**src/hw/rtl/ehp_pkg.sv**
```systemverilog
`default_nettype none
// ----------------------------------------------------------------------------
// ehp_pkg
// Shared types, constants and helpers for the EBML element header parser.
// ----------------------------------------------------------------------------
package ehp_pkg;

  localparam int OFFSET_W = 48;
  localparam int ID_W     = 32;
  localparam int SIZE_W   = 56;
  localparam int HLEN_W   = 4;
  localparam int STATUS_W = 2;
  localparam int IDLEN_W  = 3;
  localparam int SZLEN_W  = 4;
  localparam int LEFT_W   = 3;

  localparam int IN_TDATA_W  = 200;
  localparam int OUT_TDATA_W = 144;

  typedef logic [STATUS_W-1:0] status_t;

  localparam status_t ST_OK          = 2'd0;
  localparam status_t ST_OFFSET_PAST = 2'd1;
  localparam status_t ST_ID_TOO_LONG = 2'd2;
  localparam status_t ST_MISMATCH    = 2'd3;

  localparam logic [7:0] UNKNOWN_SIZE = 8'h7F;

  // Position (1-based, from the top bit) of the first set bit among the top
  // limit bits of a byte; zero when there is none.
  function automatic logic [3:0] marker_pos(input logic [7:0] b, input logic [3:0] limit);
    logic [3:0] pos;
    pos = 4'd0;
    for (int i = 0; i < 8; i++) begin
      if (pos == 4'd0 && 4'(i) < limit && b[7-i]) begin
        pos = 4'(i + 1);
      end
    end
    return pos;
  endfunction

endpackage
`default_nettype wire

```
**src/hw/rtl/ebml_header_parser.sv**
```systemverilog
`default_nettype none
// ----------------------------------------------------------------------------
// ebml_header_parser
// Decodes EBML element headers (ID and size) one byte per word.
// A result passes through the input register and then the result register.
// Throughput: one byte per cycle while the receiver takes results, set by the input and result registers.
// Reset clears the control state and file_length; no clearing pass.
// ----------------------------------------------------------------------------
module ebml_header_parser
  import ehp_pkg::*;
#(
  parameter int MAX_ID_BYTES   = 4,
  parameter int MAX_SIZE_BYTES = 8
) (
  input  wire logic                   clk,
  input  wire logic                   rst_n,
  input  wire logic                   cfg_psel,
  input  wire logic                   cfg_penable,
  input  wire logic                   cfg_pwrite,
  input  wire logic [3:0]             cfg_paddr,
  input  wire logic [63:0]            cfg_pwdata,
  output logic      [63:0]            cfg_prdata,
  output logic                        cfg_pready,
  input  wire logic                   in_tvalid,
  output logic                        in_tready,
  // data_byte, element_offset, has_container, container_end, expected_id,
  // expected_total, zero fill.
  input  wire logic [IN_TDATA_W-1:0]  in_tdata,
  // header_start.
  input  wire logic                   in_tuser,
  output logic                        out_tvalid,
  input  wire logic                   out_tready,
  // element_id, data_size, data_offset, header_length, zero fill.
  output logic [OUT_TDATA_W-1:0]      out_tdata,
  // status.
  output logic [STATUS_W-1:0]         out_tuser
);

  localparam logic [1:0] PH_IDLE       = 2'd0;
  localparam logic [1:0] PH_ID         = 2'd1;
  localparam logic [1:0] PH_SIZE_FIRST = 2'd2;
  localparam logic [1:0] PH_SIZE_REST  = 2'd3;

  logic [OFFSET_W-1:0] file_length_r;
  logic [OFFSET_W-1:0] limit_r;
  logic                cfg_wr;

  logic                ib_valid_r;
  logic                ib_start_r;
  logic [7:0]          ib_byte_r;
  logic [OFFSET_W-1:0] ib_offset_r;
  logic                ib_has_cont_r;
  logic [OFFSET_W-1:0] ib_cont_end_r;
  logic [ID_W-1:0]     ib_exp_id_r;
  logic [SIZE_W-1:0]   ib_exp_total_r;

  logic [1:0]          phase_r, phase_nxt;
  logic [ID_W-1:0]     id_accum_r, id_accum_nxt;
  logic [LEFT_W-1:0]   bytes_left_r, bytes_left_nxt;
  logic [SIZE_W-1:0]   size_accum_r, size_accum_nxt;
  logic [IDLEN_W-1:0]  id_len_r, id_len_nxt;
  logic [SZLEN_W-1:0]  size_len_r, size_len_nxt;
  logic [OFFSET_W-1:0] start_offset_r, start_offset_nxt;
  logic [OFFSET_W-1:0] bound_r, bound_nxt;
  logic [ID_W-1:0]     want_id_r, want_id_nxt;
  logic [SIZE_W-1:0]   want_total_r, want_total_nxt;

  logic                proc_ok;
  logic                proc_fire;
  logic                do_emit;
  logic                early;
  status_t             early_status;
  logic [3:0]          id_pos;
  logic [3:0]          sz_pos;

  logic [HLEN_W-1:0]   hl;
  logic [OFFSET_W:0]   used_full;
  logic [OFFSET_W-1:0] used;
  logic                unknown;
  logic [SIZE_W-1:0]   sz;
  logic [SIZE_W:0]     total;
  logic                mismatch;

  logic                out_valid_r;
  logic [ID_W-1:0]     out_id_r;
  logic [SIZE_W-1:0]   out_size_r;
  logic [OFFSET_W-1:0] out_doff_r;
  logic [HLEN_W-1:0]   out_hl_r;
  status_t             out_status_r;

  assign cfg_pready = 1'b1;
  assign cfg_wr     = cfg_psel && cfg_penable && cfg_pwrite && !cfg_paddr[3];
  assign cfg_prdata = cfg_paddr[3] ? 64'd0 : 64'(file_length_r);

  always_ff @(posedge clk) begin
    if (!rst_n) begin
      file_length_r <= '0;
      limit_r       <= '1;
    end else if (cfg_wr) begin
      file_length_r <= cfg_pwdata[OFFSET_W-1:0];
      limit_r       <= cfg_pwdata[OFFSET_W-1:0] - OFFSET_W'(1);
    end
  end

  assign proc_ok   = !out_valid_r || out_tready;
  assign proc_fire = ib_valid_r && proc_ok;
  assign in_tready = !ib_valid_r || proc_ok;

  always_ff @(posedge clk) begin
    if (!rst_n) begin
      ib_valid_r <= 1'b0;
    end else if (in_tready) begin
      ib_valid_r <= in_tvalid;
    end
  end

  always_ff @(posedge clk) begin
    if (in_tready && in_tvalid) begin
      ib_start_r     <= in_tuser;
      ib_byte_r      <= in_tdata[7:0];
      ib_offset_r    <= in_tdata[55:8];
      ib_has_cont_r  <= in_tdata[56];
      ib_cont_end_r  <= in_tdata[104:57];
      ib_exp_id_r    <= in_tdata[136:105];
      ib_exp_total_r <= in_tdata[192:137];
    end
  end

  assign id_pos = marker_pos(ib_byte_r, 4'(MAX_ID_BYTES));
  assign sz_pos = marker_pos(ib_byte_r, 4'(MAX_SIZE_BYTES));

  always_comb begin
    phase_nxt        = phase_r;
    id_accum_nxt     = id_accum_r;
    bytes_left_nxt   = bytes_left_r;
    size_accum_nxt   = size_accum_r;
    id_len_nxt       = id_len_r;
    size_len_nxt     = size_len_r;
    start_offset_nxt = start_offset_r;
    bound_nxt        = bound_r;
    want_id_nxt      = want_id_r;
    want_total_nxt   = want_total_r;
    do_emit          = 1'b0;
    early            = 1'b0;
    early_status     = ST_OK;
    if (ib_start_r) begin
      start_offset_nxt = ib_offset_r;
      bound_nxt        = ib_has_cont_r ? ib_cont_end_r : file_length_r;
      want_id_nxt      = ib_exp_id_r;
      want_total_nxt   = ib_exp_total_r;
      phase_nxt        = PH_IDLE;
      if (ib_offset_r >= limit_r) begin
        do_emit      = 1'b1;
        early        = 1'b1;
        early_status = ST_OFFSET_PAST;
      end else if (id_pos == 4'd0) begin
        do_emit      = 1'b1;
        early        = 1'b1;
        early_status = ST_ID_TOO_LONG;
      end else begin
        id_accum_nxt = ID_W'(ib_byte_r);
        id_len_nxt   = id_pos[IDLEN_W-1:0];
        if (id_pos == 4'd1) begin
          phase_nxt = PH_SIZE_FIRST;
        end else begin
          bytes_left_nxt = LEFT_W'(id_pos - 4'd1);
          phase_nxt      = PH_ID;
        end
      end
    end else begin
      unique case (phase_r)
        PH_ID: begin
          id_accum_nxt   = {id_accum_r[ID_W-9:0], ib_byte_r};
          bytes_left_nxt = bytes_left_r - LEFT_W'(1);
          if (bytes_left_r == LEFT_W'(1)) begin
            phase_nxt = PH_SIZE_FIRST;
          end
        end
        PH_SIZE_FIRST: begin
          if (sz_pos == 4'd0) begin
            size_len_nxt   = SZLEN_W'(1);
            size_accum_nxt = '0;
            do_emit        = 1'b1;
            phase_nxt      = PH_IDLE;
          end else begin
            size_accum_nxt = SIZE_W'(ib_byte_r & (8'hFF >> sz_pos));
            size_len_nxt   = sz_pos;
            if (sz_pos == 4'd1) begin
              do_emit   = 1'b1;
              phase_nxt = PH_IDLE;
            end else begin
              bytes_left_nxt = LEFT_W'(sz_pos - 4'd1);
              phase_nxt      = PH_SIZE_REST;
            end
          end
        end
        PH_SIZE_REST: begin
          size_accum_nxt = {size_accum_r[SIZE_W-9:0], ib_byte_r};
          bytes_left_nxt = bytes_left_r - LEFT_W'(1);
          if (bytes_left_r == LEFT_W'(1)) begin
            do_emit   = 1'b1;
            phase_nxt = PH_IDLE;
          end
        end
        default: begin
          phase_nxt = PH_IDLE;
        end
      endcase
    end
  end

  always_comb begin
    hl        = HLEN_W'(id_len_r) + size_len_nxt;
    used_full = {1'b0, start_offset_r} + (OFFSET_W + 1)'(hl);
    used      = used_full[OFFSET_W-1:0];
    unknown   = (size_len_nxt == SZLEN_W'(1)) && (size_accum_nxt == SIZE_W'(UNKNOWN_SIZE));
    if (unknown) begin
      sz = ({1'b0, bound_r} > used_full) ? SIZE_W'(bound_r - used) : '0;
    end else begin
      sz = size_accum_nxt;
    end
    total    = {1'b0, sz} + (SIZE_W + 1)'(hl);
    mismatch = (want_id_r != '0 && want_id_r != id_accum_r) ||
               (want_total_r != '0 && {1'b0, want_total_r} != total);
  end

  always_ff @(posedge clk) begin
    if (!rst_n) begin
      phase_r <= PH_IDLE;
    end else if (proc_fire) begin
      phase_r <= phase_nxt;
    end
  end

  always_ff @(posedge clk) begin
    if (proc_fire) begin
      id_accum_r     <= id_accum_nxt;
      bytes_left_r   <= bytes_left_nxt;
      size_accum_r   <= size_accum_nxt;
      id_len_r       <= id_len_nxt;
      size_len_r     <= size_len_nxt;
      start_offset_r <= start_offset_nxt;
      bound_r        <= bound_nxt;
      want_id_r      <= want_id_nxt;
      want_total_r   <= want_total_nxt;
    end
  end

  always_ff @(posedge clk) begin
    if (!rst_n) begin
      out_valid_r <= 1'b0;
    end else if (proc_fire && do_emit) begin
      out_valid_r <= 1'b1;
    end else if (out_tready) begin
      out_valid_r <= 1'b0;
    end
  end

  always_ff @(posedge clk) begin
    if (proc_fire && do_emit) begin
      if (early) begin
        out_id_r     <= '0;
        out_size_r   <= '0;
        out_doff_r   <= '0;
        out_hl_r     <= '0;
        out_status_r <= early_status;
      end else begin
        out_id_r     <= id_accum_r;
        out_size_r   <= sz;
        out_doff_r   <= used;
        out_hl_r     <= hl;
        out_status_r <= mismatch ? ST_MISMATCH : ST_OK;
      end
    end
  end

  assign out_tvalid = out_valid_r;
  assign out_tdata  = {4'b0, out_hl_r, out_doff_r, out_size_r, out_id_r};
  assign out_tuser  = out_status_r;

  a_left_nonzero: assert property (@(posedge clk) disable iff (!rst_n)
    (phase_r == PH_ID || phase_r == PH_SIZE_REST) |-> bytes_left_r != '0)
    else $error("header in progress with no bytes left");

  a_id_len_range: assert property (@(posedge clk) disable iff (!rst_n)
    phase_r != PH_IDLE |-> (id_len_r != '0 && 32'(id_len_r) <= MAX_ID_BYTES))
    else $error("ID length out of range during a header");

  a_emit_loads: assert property (@(posedge clk) disable iff (!rst_n)
    (proc_fire && do_emit) |=> out_valid_r)
    else $error("result lost at the output register");

  a_ok_hlen: assert property (@(posedge clk) disable iff (!rst_n)
    (out_valid_r && (out_status_r == ST_OK || out_status_r == ST_MISMATCH))
      |-> out_hl_r >= HLEN_W'(2))
    else $error("decoded header shorter than two bytes");

  a_early_zero: assert property (@(posedge clk) disable iff (!rst_n)
    (out_valid_r && (out_status_r == ST_OFFSET_PAST || out_status_r == ST_ID_TOO_LONG))
      |-> (out_hl_r == '0 && out_id_r == '0))
    else $error("failed header carries decoded fields");

endmodule
`default_nettype wire

```
**config.mk**
```make
export PLATFORM = sky130hd
export DESIGN_NAME = ebml_header_parser
export DESIGN_NICKNAME = d
export VERILOG_FILES = /design/src/hw/rtl/ehp_pkg.sv /design/src/hw/rtl/ebml_header_parser.sv
export SDC_FILE = /design/constraint.sdc
export NUM_CORES = 1
export LEC_CHECK = 0
export BUFFER_PORTS_ARGS = -buffer_cell sky130_fd_sc_hd__buf_4
export CAP_MARGIN = 5
export CORE_ASPECT_RATIO = 1.2
export CORE_UTILIZATION = 58
export DETAILED_ROUTE_END_ITERATION = 7
export PLACE_DENSITY = 0.8
export REMOVE_ABC_BUFFERS = 1
export SLEW_MARGIN = 20
export SYNTH_ARGS = -nofsm -noshare
export SYNTH_HDL_FRONTEND = slang
export SYNTH_SLANG_ARGS = --single-unit
```
**constraint.sdc**
```tcl
create_clock -name clk -period 15.15 [get_ports clk]
set_clock_uncertainty 0.1 [all_clocks]
set_input_delay 3.03 -clock clk [delete_from_list [all_inputs] [get_ports clk]]
set_output_delay 3.03 -clock clk [all_outputs]
set_load 0.03 [all_outputs]
```
[After elaboration in Yosys (flattened, before gate mapping)]
Index checks and enable logic that the tools add are counted.
Word-level totals
  output and inout bits: 213
  register bits after elaboration: 718
  ROM bits: 0
  memories: 0
  latch bits: 0
  word-level logic and storage cells: 151
  input port bits: 276
  RAM bits: 0
Operators by class
  $lt $le $gt $ge: 2
  multiplexer cells: 53
  $mul: 0
  reductions and logical operators: 41
  equality and inequality tests: 17
  divide/modulo/power cells: 0
  add/sub/neg operators: 8
  bitwise gates (word level): 3
  shift operators: 1
Operators by type and width (count)
  $mux W56: 4
  $mux W32: 4
  $pmux W56 S2: 1
  $mux W48: 2
  $add A56 B4 Y57: 1
  $ne A56 B57 Y1: 1
  $and A8 B56 Y56: 1
  $eq A56 B7 Y1 const B: 1
  $reduce_bool A56 Y1: 1
  $shr A8 B4 Y56 const A: 1
  $add A48 B4 Y49: 1
  $gt A48 B49 Y1: 1
  $sub A48 B48 Y49: 1
  $ge A48 B48 Y1: 1
  $sub A48 B1 Y48 const B: 1
  $mux W4: 10
  $logic_not A4 Y1: 8
  $ne A32 B32 Y1: 1
  $reduce_bool A32 Y1: 1
  $mux W2: 13
  $mux W3: 6
  $logic_and A1 B1 Y1: 16
  $eq A4 B1 Y1 const B: 3
  $ne A3 B3 Y1 const B: 4
  other kinds (20): 41

[Longest topological paths before layout]
  depth after elaboration: 37
  mapped depth: 52
  gate-level depth less buffers: 49

[Worst setup path after synthesis]
No wires, ideal clock.
  path kind: input-to-reg
  from: in out_tready
  to: reg id_len_r[0] (enable)
  slack: 2.664 ns
  setup time: 0.349 ns
  required time: 14.701 ns
  path buffers: 0
  stages: 5
  arrival: 12.036 ns
  cells stage by stage: nand2b_1 > nand2_1 > nor2_1 > nand2_1 > nor2_1
Between the ends
  cells in the longest elaborated chain, start to end: 3
Ends and longest elaborated chain
  start: declaration: RTL line ebml_header_parser.sv:32  | input wire logic out_tready,
  $logic_or A1 B1 Y1: RTL line ebml_header_parser.sv:105  | assign proc_ok = !out_valid_r || out_tready;
  $logic_and A1 B1 Y1: RTL line ebml_header_parser.sv:106  | assign proc_fire = ib_valid_r && proc_ok;
  $reduce_and A4 Y1 (no line)
  end signal: assignment: RTL line ebml_header_parser.sv:240  | id_len_r <= id_len_nxt;
  end: declaration: RTL line ebml_header_parser.sv:61  | logic [IDLEN_W-1:0] id_len_r, id_len_nxt;
Every way passes these cells.
A chain may end at the register's enable or synchronous reset.

[Final worst setup path]
  from: reg ib_byte_r[7]
  to: reg out_status_r[0] (netlist: out_tuser[0]), data pin
Between the ends
  cells in the longest elaborated chain, start to end: 37
  elaborated cells on any way between the ends: 49
  those cells by class: add/sub: 4; order compare: 1; eq/ne: 3; shift: 1; mux: 21; bitwise: 1; reduce/logical: 18
Ends and longest elaborated chain
  start: declaration: RTL line ebml_header_parser.sv:50  | logic [7:0] ib_byte_r;
  start signal: assignment: RTL line ebml_header_parser.sv:120  | ib_byte_r <= in_tdata[7:0];
  $mux W1 *: RTL line ehp_pkg.sv:35  | if (pos == 4'd0 && 4'(i) < limit && b[7-i]) begin
  $logic_not A4 Y1: RTL line ehp_pkg.sv:35
  $logic_and A1 B1 Y1: RTL line ehp_pkg.sv:35
  $mux W4 *: RTL line ehp_pkg.sv:35
  $logic_not A4 Y1: RTL line ehp_pkg.sv:35
  $logic_and A1 B1 Y1: RTL line ehp_pkg.sv:35
  $mux W4 *: RTL line ehp_pkg.sv:35
  $logic_not A4 Y1: RTL line ehp_pkg.sv:35
  (+18 left out)
  net size_len_nxt[1]: RTL line ebml_header_parser.sv:62  | logic [SZLEN_W-1:0] size_len_r, size_len_nxt;
  (+1 left out)
  net hl[3]: RTL line ebml_header_parser.sv:76  | logic [HLEN_W-1:0] hl;
  (+3 left out)
  $mux W56 *: RTL line ebml_header_parser.sv:217  | if (unknown) begin
  net sz[2]: RTL line ebml_header_parser.sv:80  | logic [SIZE_W-1:0] sz;
  $add A56 B4 Y57 *: RTL line ebml_header_parser.sv:222  | total = {1'b0, sz} + (SIZE_W + 1)'(hl);
  $ne A56 B57 Y1 *: RTL line ebml_header_parser.sv:224  | (want_total_r != '0 && {1'b0, want_total_r} != total);
  $logic_and A1 B1 Y1 *: RTL line ebml_header_parser.sv:224
  $logic_or A1 B1 Y1 *: RTL line ebml_header_parser.sv:223  | mismatch = (want_id_r != '0 && want_id_r != id_accum_r) ||
  $mux W2 *: RTL line ebml_header_parser.sv:272  | out_status_r <= mismatch ? ST_MISMATCH : ST_OK;
  $mux W2 *: RTL line ebml_header_parser.sv:261  | if (early) begin
  end signal: assignment: RTL line ebml_header_parser.sv:266  | out_status_r <= early_status;
  end signal: assignment: RTL line ebml_header_parser.sv:272
  end: declaration: RTL line ebml_header_parser.sv:89  | status_t out_status_r;
The timed path passes the listed nets; every way through them passes the cells marked *.

==> metrics.cfg <==
[outcome]
outcome = complete, no violations

[synthesis]
synth.avg_cell_area_um2 = 11.5
syn_inst = 3139
synth-seq-area-share_pct = 56.9
yosys.area.top_type = edfxtp_1
synth.distinct_cells = 97
netlist_area_um2 = 36100
synth.most_common_cell = edfxtp_1
ys_top_cells_by_area = edfxtp_1 51%, dfxtp_1 5.5%, ha_1 4.0%, xnor2_1 3.4%, nand2_1 2.8%
async_flop_share_pct = 0
ys_ff_latch = 718
synth_top_area_share_pct = 51.4
synthFlopType = edfxtp_1
yosysWarningCount = 0
synth-edff-count = 618
synth_commonest_cells = 618 x edfxtp_1, 273 x nand2_1, 221 x nor2_1

[timing]
min_period_ns = 13.90
setup_violations = 0
worstMarginPinSlew_ns = 1.18
rsz0062_at_grt = false
tns_ns = 0
min_period_over_period_pct = 91.7
finalHoldViolCount = 0
timing.fmax_mhz = 72.0
slew-limit-headroom_pct = 20.6
hold_ws_ns = 0.315
setup_slack_ns = 1.25
slew_viol_final = 0

[placed_design]
io_buffers = 441
place_congestion = 0.975
dp_hpwl_um = 81200
pre_cts_slack_ns = 1.34

[global_route]
use_met3_pct = 4.81
antenna_found_initial = 0
grt_pass1_wl_um = 160000
grt_pass1_vias = 27082
busiest_layer = met2
grt_max_degree = 101
grt_util_met2_pct = 59.8
grt_use_met1_pct = 40.4
grt-ovfl-total = 0
grt.total_usage_pct = 33.3

[clocking]
clk_pin_slew_ns = 0.06
cts_buffers = 72
cts.sinks = 718
h-tree-depth = 3
cts_buffer_depth = 3
insertion_delay_ns = 0.62
root_buffer = clkbuf_16
cts_tree = yes

[power_and_ir_drop]
p_clk_share_pct = 39.2
sw_frac_of_total_pct = 24.3
power.switching_mw = 1.09
p_int_mw = 3.41
leakagePower_nw = 16.5
pwr-share-seq_pct = 50.5
cellPowerDensity_nw_per_um2 = 106
combPwrFrac_pct = 10.3
vdd.ir_drop.worst_mv = 0.118

[cells_and_area]
antenna_cells = 0
nets = 3958
multi_input_area_um2 = 14600
fillers = 4397
layout-drive-gt1-share_pct = 18.8
seq_area_um2 = 20600
area_delta_synth_final_pct = 17.6

[worst_setup_path]
cp_num_buf_inv = 2
cp-start-kind = flip-flop
cp_slowest_cell = a2111oi_0
critical_path.max_stage_delay_ns = 0.77
path_max_fanout = 17
worst_ep_required_time_ns = 15.40
arrival_ns = 14.15
endpoint_kind = flip-flop
path_delay_family = simple AND/OR/NAND/NOR gates
critPathKind = reg2reg

[detailed_routing]
vias_per_cell = 6.17
firstDrtPassIters = 6
vias = 27342
drtIter0Drc = 2285
drc = 0
routedWlPerCell_um = 24.3
routed_wirelength_um = 108000
ant_nets = 0

[floorplan]
initial_core_util_pct = 59.0
die-area_um2 = 63300
io_pins = 489
rows = 99
design.core.area_um2 = 61200
die_width_um = 230
die_h_um = 275

[min_path]
hold_class = reg2reg

[run]
cap_violations = 0

registers in the layout, summed over array words and instances, names as in the netlist, 8 cells and up:
register,cells
bound_r,48
file_length_r,48
ib_byte_r,8
ib_cont_end_r,48
ib_exp_id_r,32
ib_exp_total_r,56
ib_offset_r,48
id_accum_r,32
limit_r,48
out_doff_r,48
out_id_r,32
out_size_r,56
size_accum_r,56
start_offset_r,48
want_id_r,32
want_total_r,56
final timing paths:
| check | from | end | slack (ns) | cells past startpoint |
|---|---|---|---|---|
| worst max register to register | ib_byte_r[7] | out_tuser[0] | 1.25 | 49 |
| worst max-delay path | ib_byte_r[7] | out_tuser[0] | 1.25 | 49 |
| worst min-delay path | ib_exp_total_r[39] | want_total_r[39] | 0.32 | 0 |
| worst min register to register | ib_exp_total_r[39] | want_total_r[39] | 0.32 | 0 |
cell families (layout without fill, tap and decap cells):
group / Yosys count / count (layout) / share of synthesized area (%)
mux: 59 / 59 / 1.81
other cells: 2 / 21 / 0.0208
compound gates: 647 / 647 / 12.6
flops: 718 / 718 / 56.9
simple gates: 1111 / 1111 / 15.9
xor+xnor: 216 / 216 / 5.32
buf+inv: 266 / 729 / 3.11
fa+ha+maj: 120 / 120 / 4.23
routing by layer:
layer / wire length, um / share of wire (%)
met5: 0 / 0
met4: 4320 / 4.0
met3: 6390 / 5.9
met2: 55800 / 52
met1: 41100 / 38
layout make-up:
cell class	instances	area share, %
Sequential cell	718	48.4
Multi-Input combinational cell	2174	34.3
Timing Repair Buffer	470	8.31
Clock buffer	98	4.59
Tap cell	808	2.38
Inverter	127	1.12
Clock inverter	34	0.887
power groups by stage:
| stage | Sequential, mW | Clock (mW) | Combinational (mW) |
|---|---|---|---|
| 2_1_floorplan | 2.31 | 0 | 0.266 |
| 3_3_place_gp | 2.31 | 0 | 0.440 |
| 3_5_place_dp | 2.31 | 0 | 0.453 |
| 4_1_cts | 2.27 | 1.78 | 0.457 |
| 5_1_grt | 2.28 | 1.86 | 0.499 |
| 6_report | 2.27 | 1.76 | 0.462 |
per-stage QoR:
stage               util, %  instances  total power, mW  instance area, um2
CTS                    69.4       4427             4.51               42400
global route           69.4       4429             4.63               42500
finish                 69.4       4429             4.50               42500
global placement       65.5       4295             2.75               40100
detailed placement     65.6       4295             2.76               40100
floorplan                 -       3019             2.58               35500
placed cells by master, fill, tap and decap left out, types with 64 or more instances in the layout:
master / synthesis / final
a21oi_1: 132 / 131
buf_4: 24 / 470
clkbuf_16: 0 / 73
dfxtp_1: 100 / 100
edfxtp_1: 618 / 618
ha_1: 115 / 115
inv_1: 121 / 120
nand2_1: 273 / 273
nand3_1: 90 / 90
nand4_1: 64 / 64
nor2_1: 221 / 219
nor2b_1: 139 / 138
nor4_1: 77 / 76
o211ai_1: 67 / 67
o21ai_0: 89 / 89
xnor2_1: 140 / 140
xor2_1: 74 / 74
repair_timing:
item                                   in CTS  in global routing
hold buffers                                0                  0
gates resized for setup                     0                  0
setup endpoints to repair                   0                  2
buffers inserted                            0                  2
endpoints found under the hold margin       0                  0
Note: power is estimated with default switching activity, not from simulation.
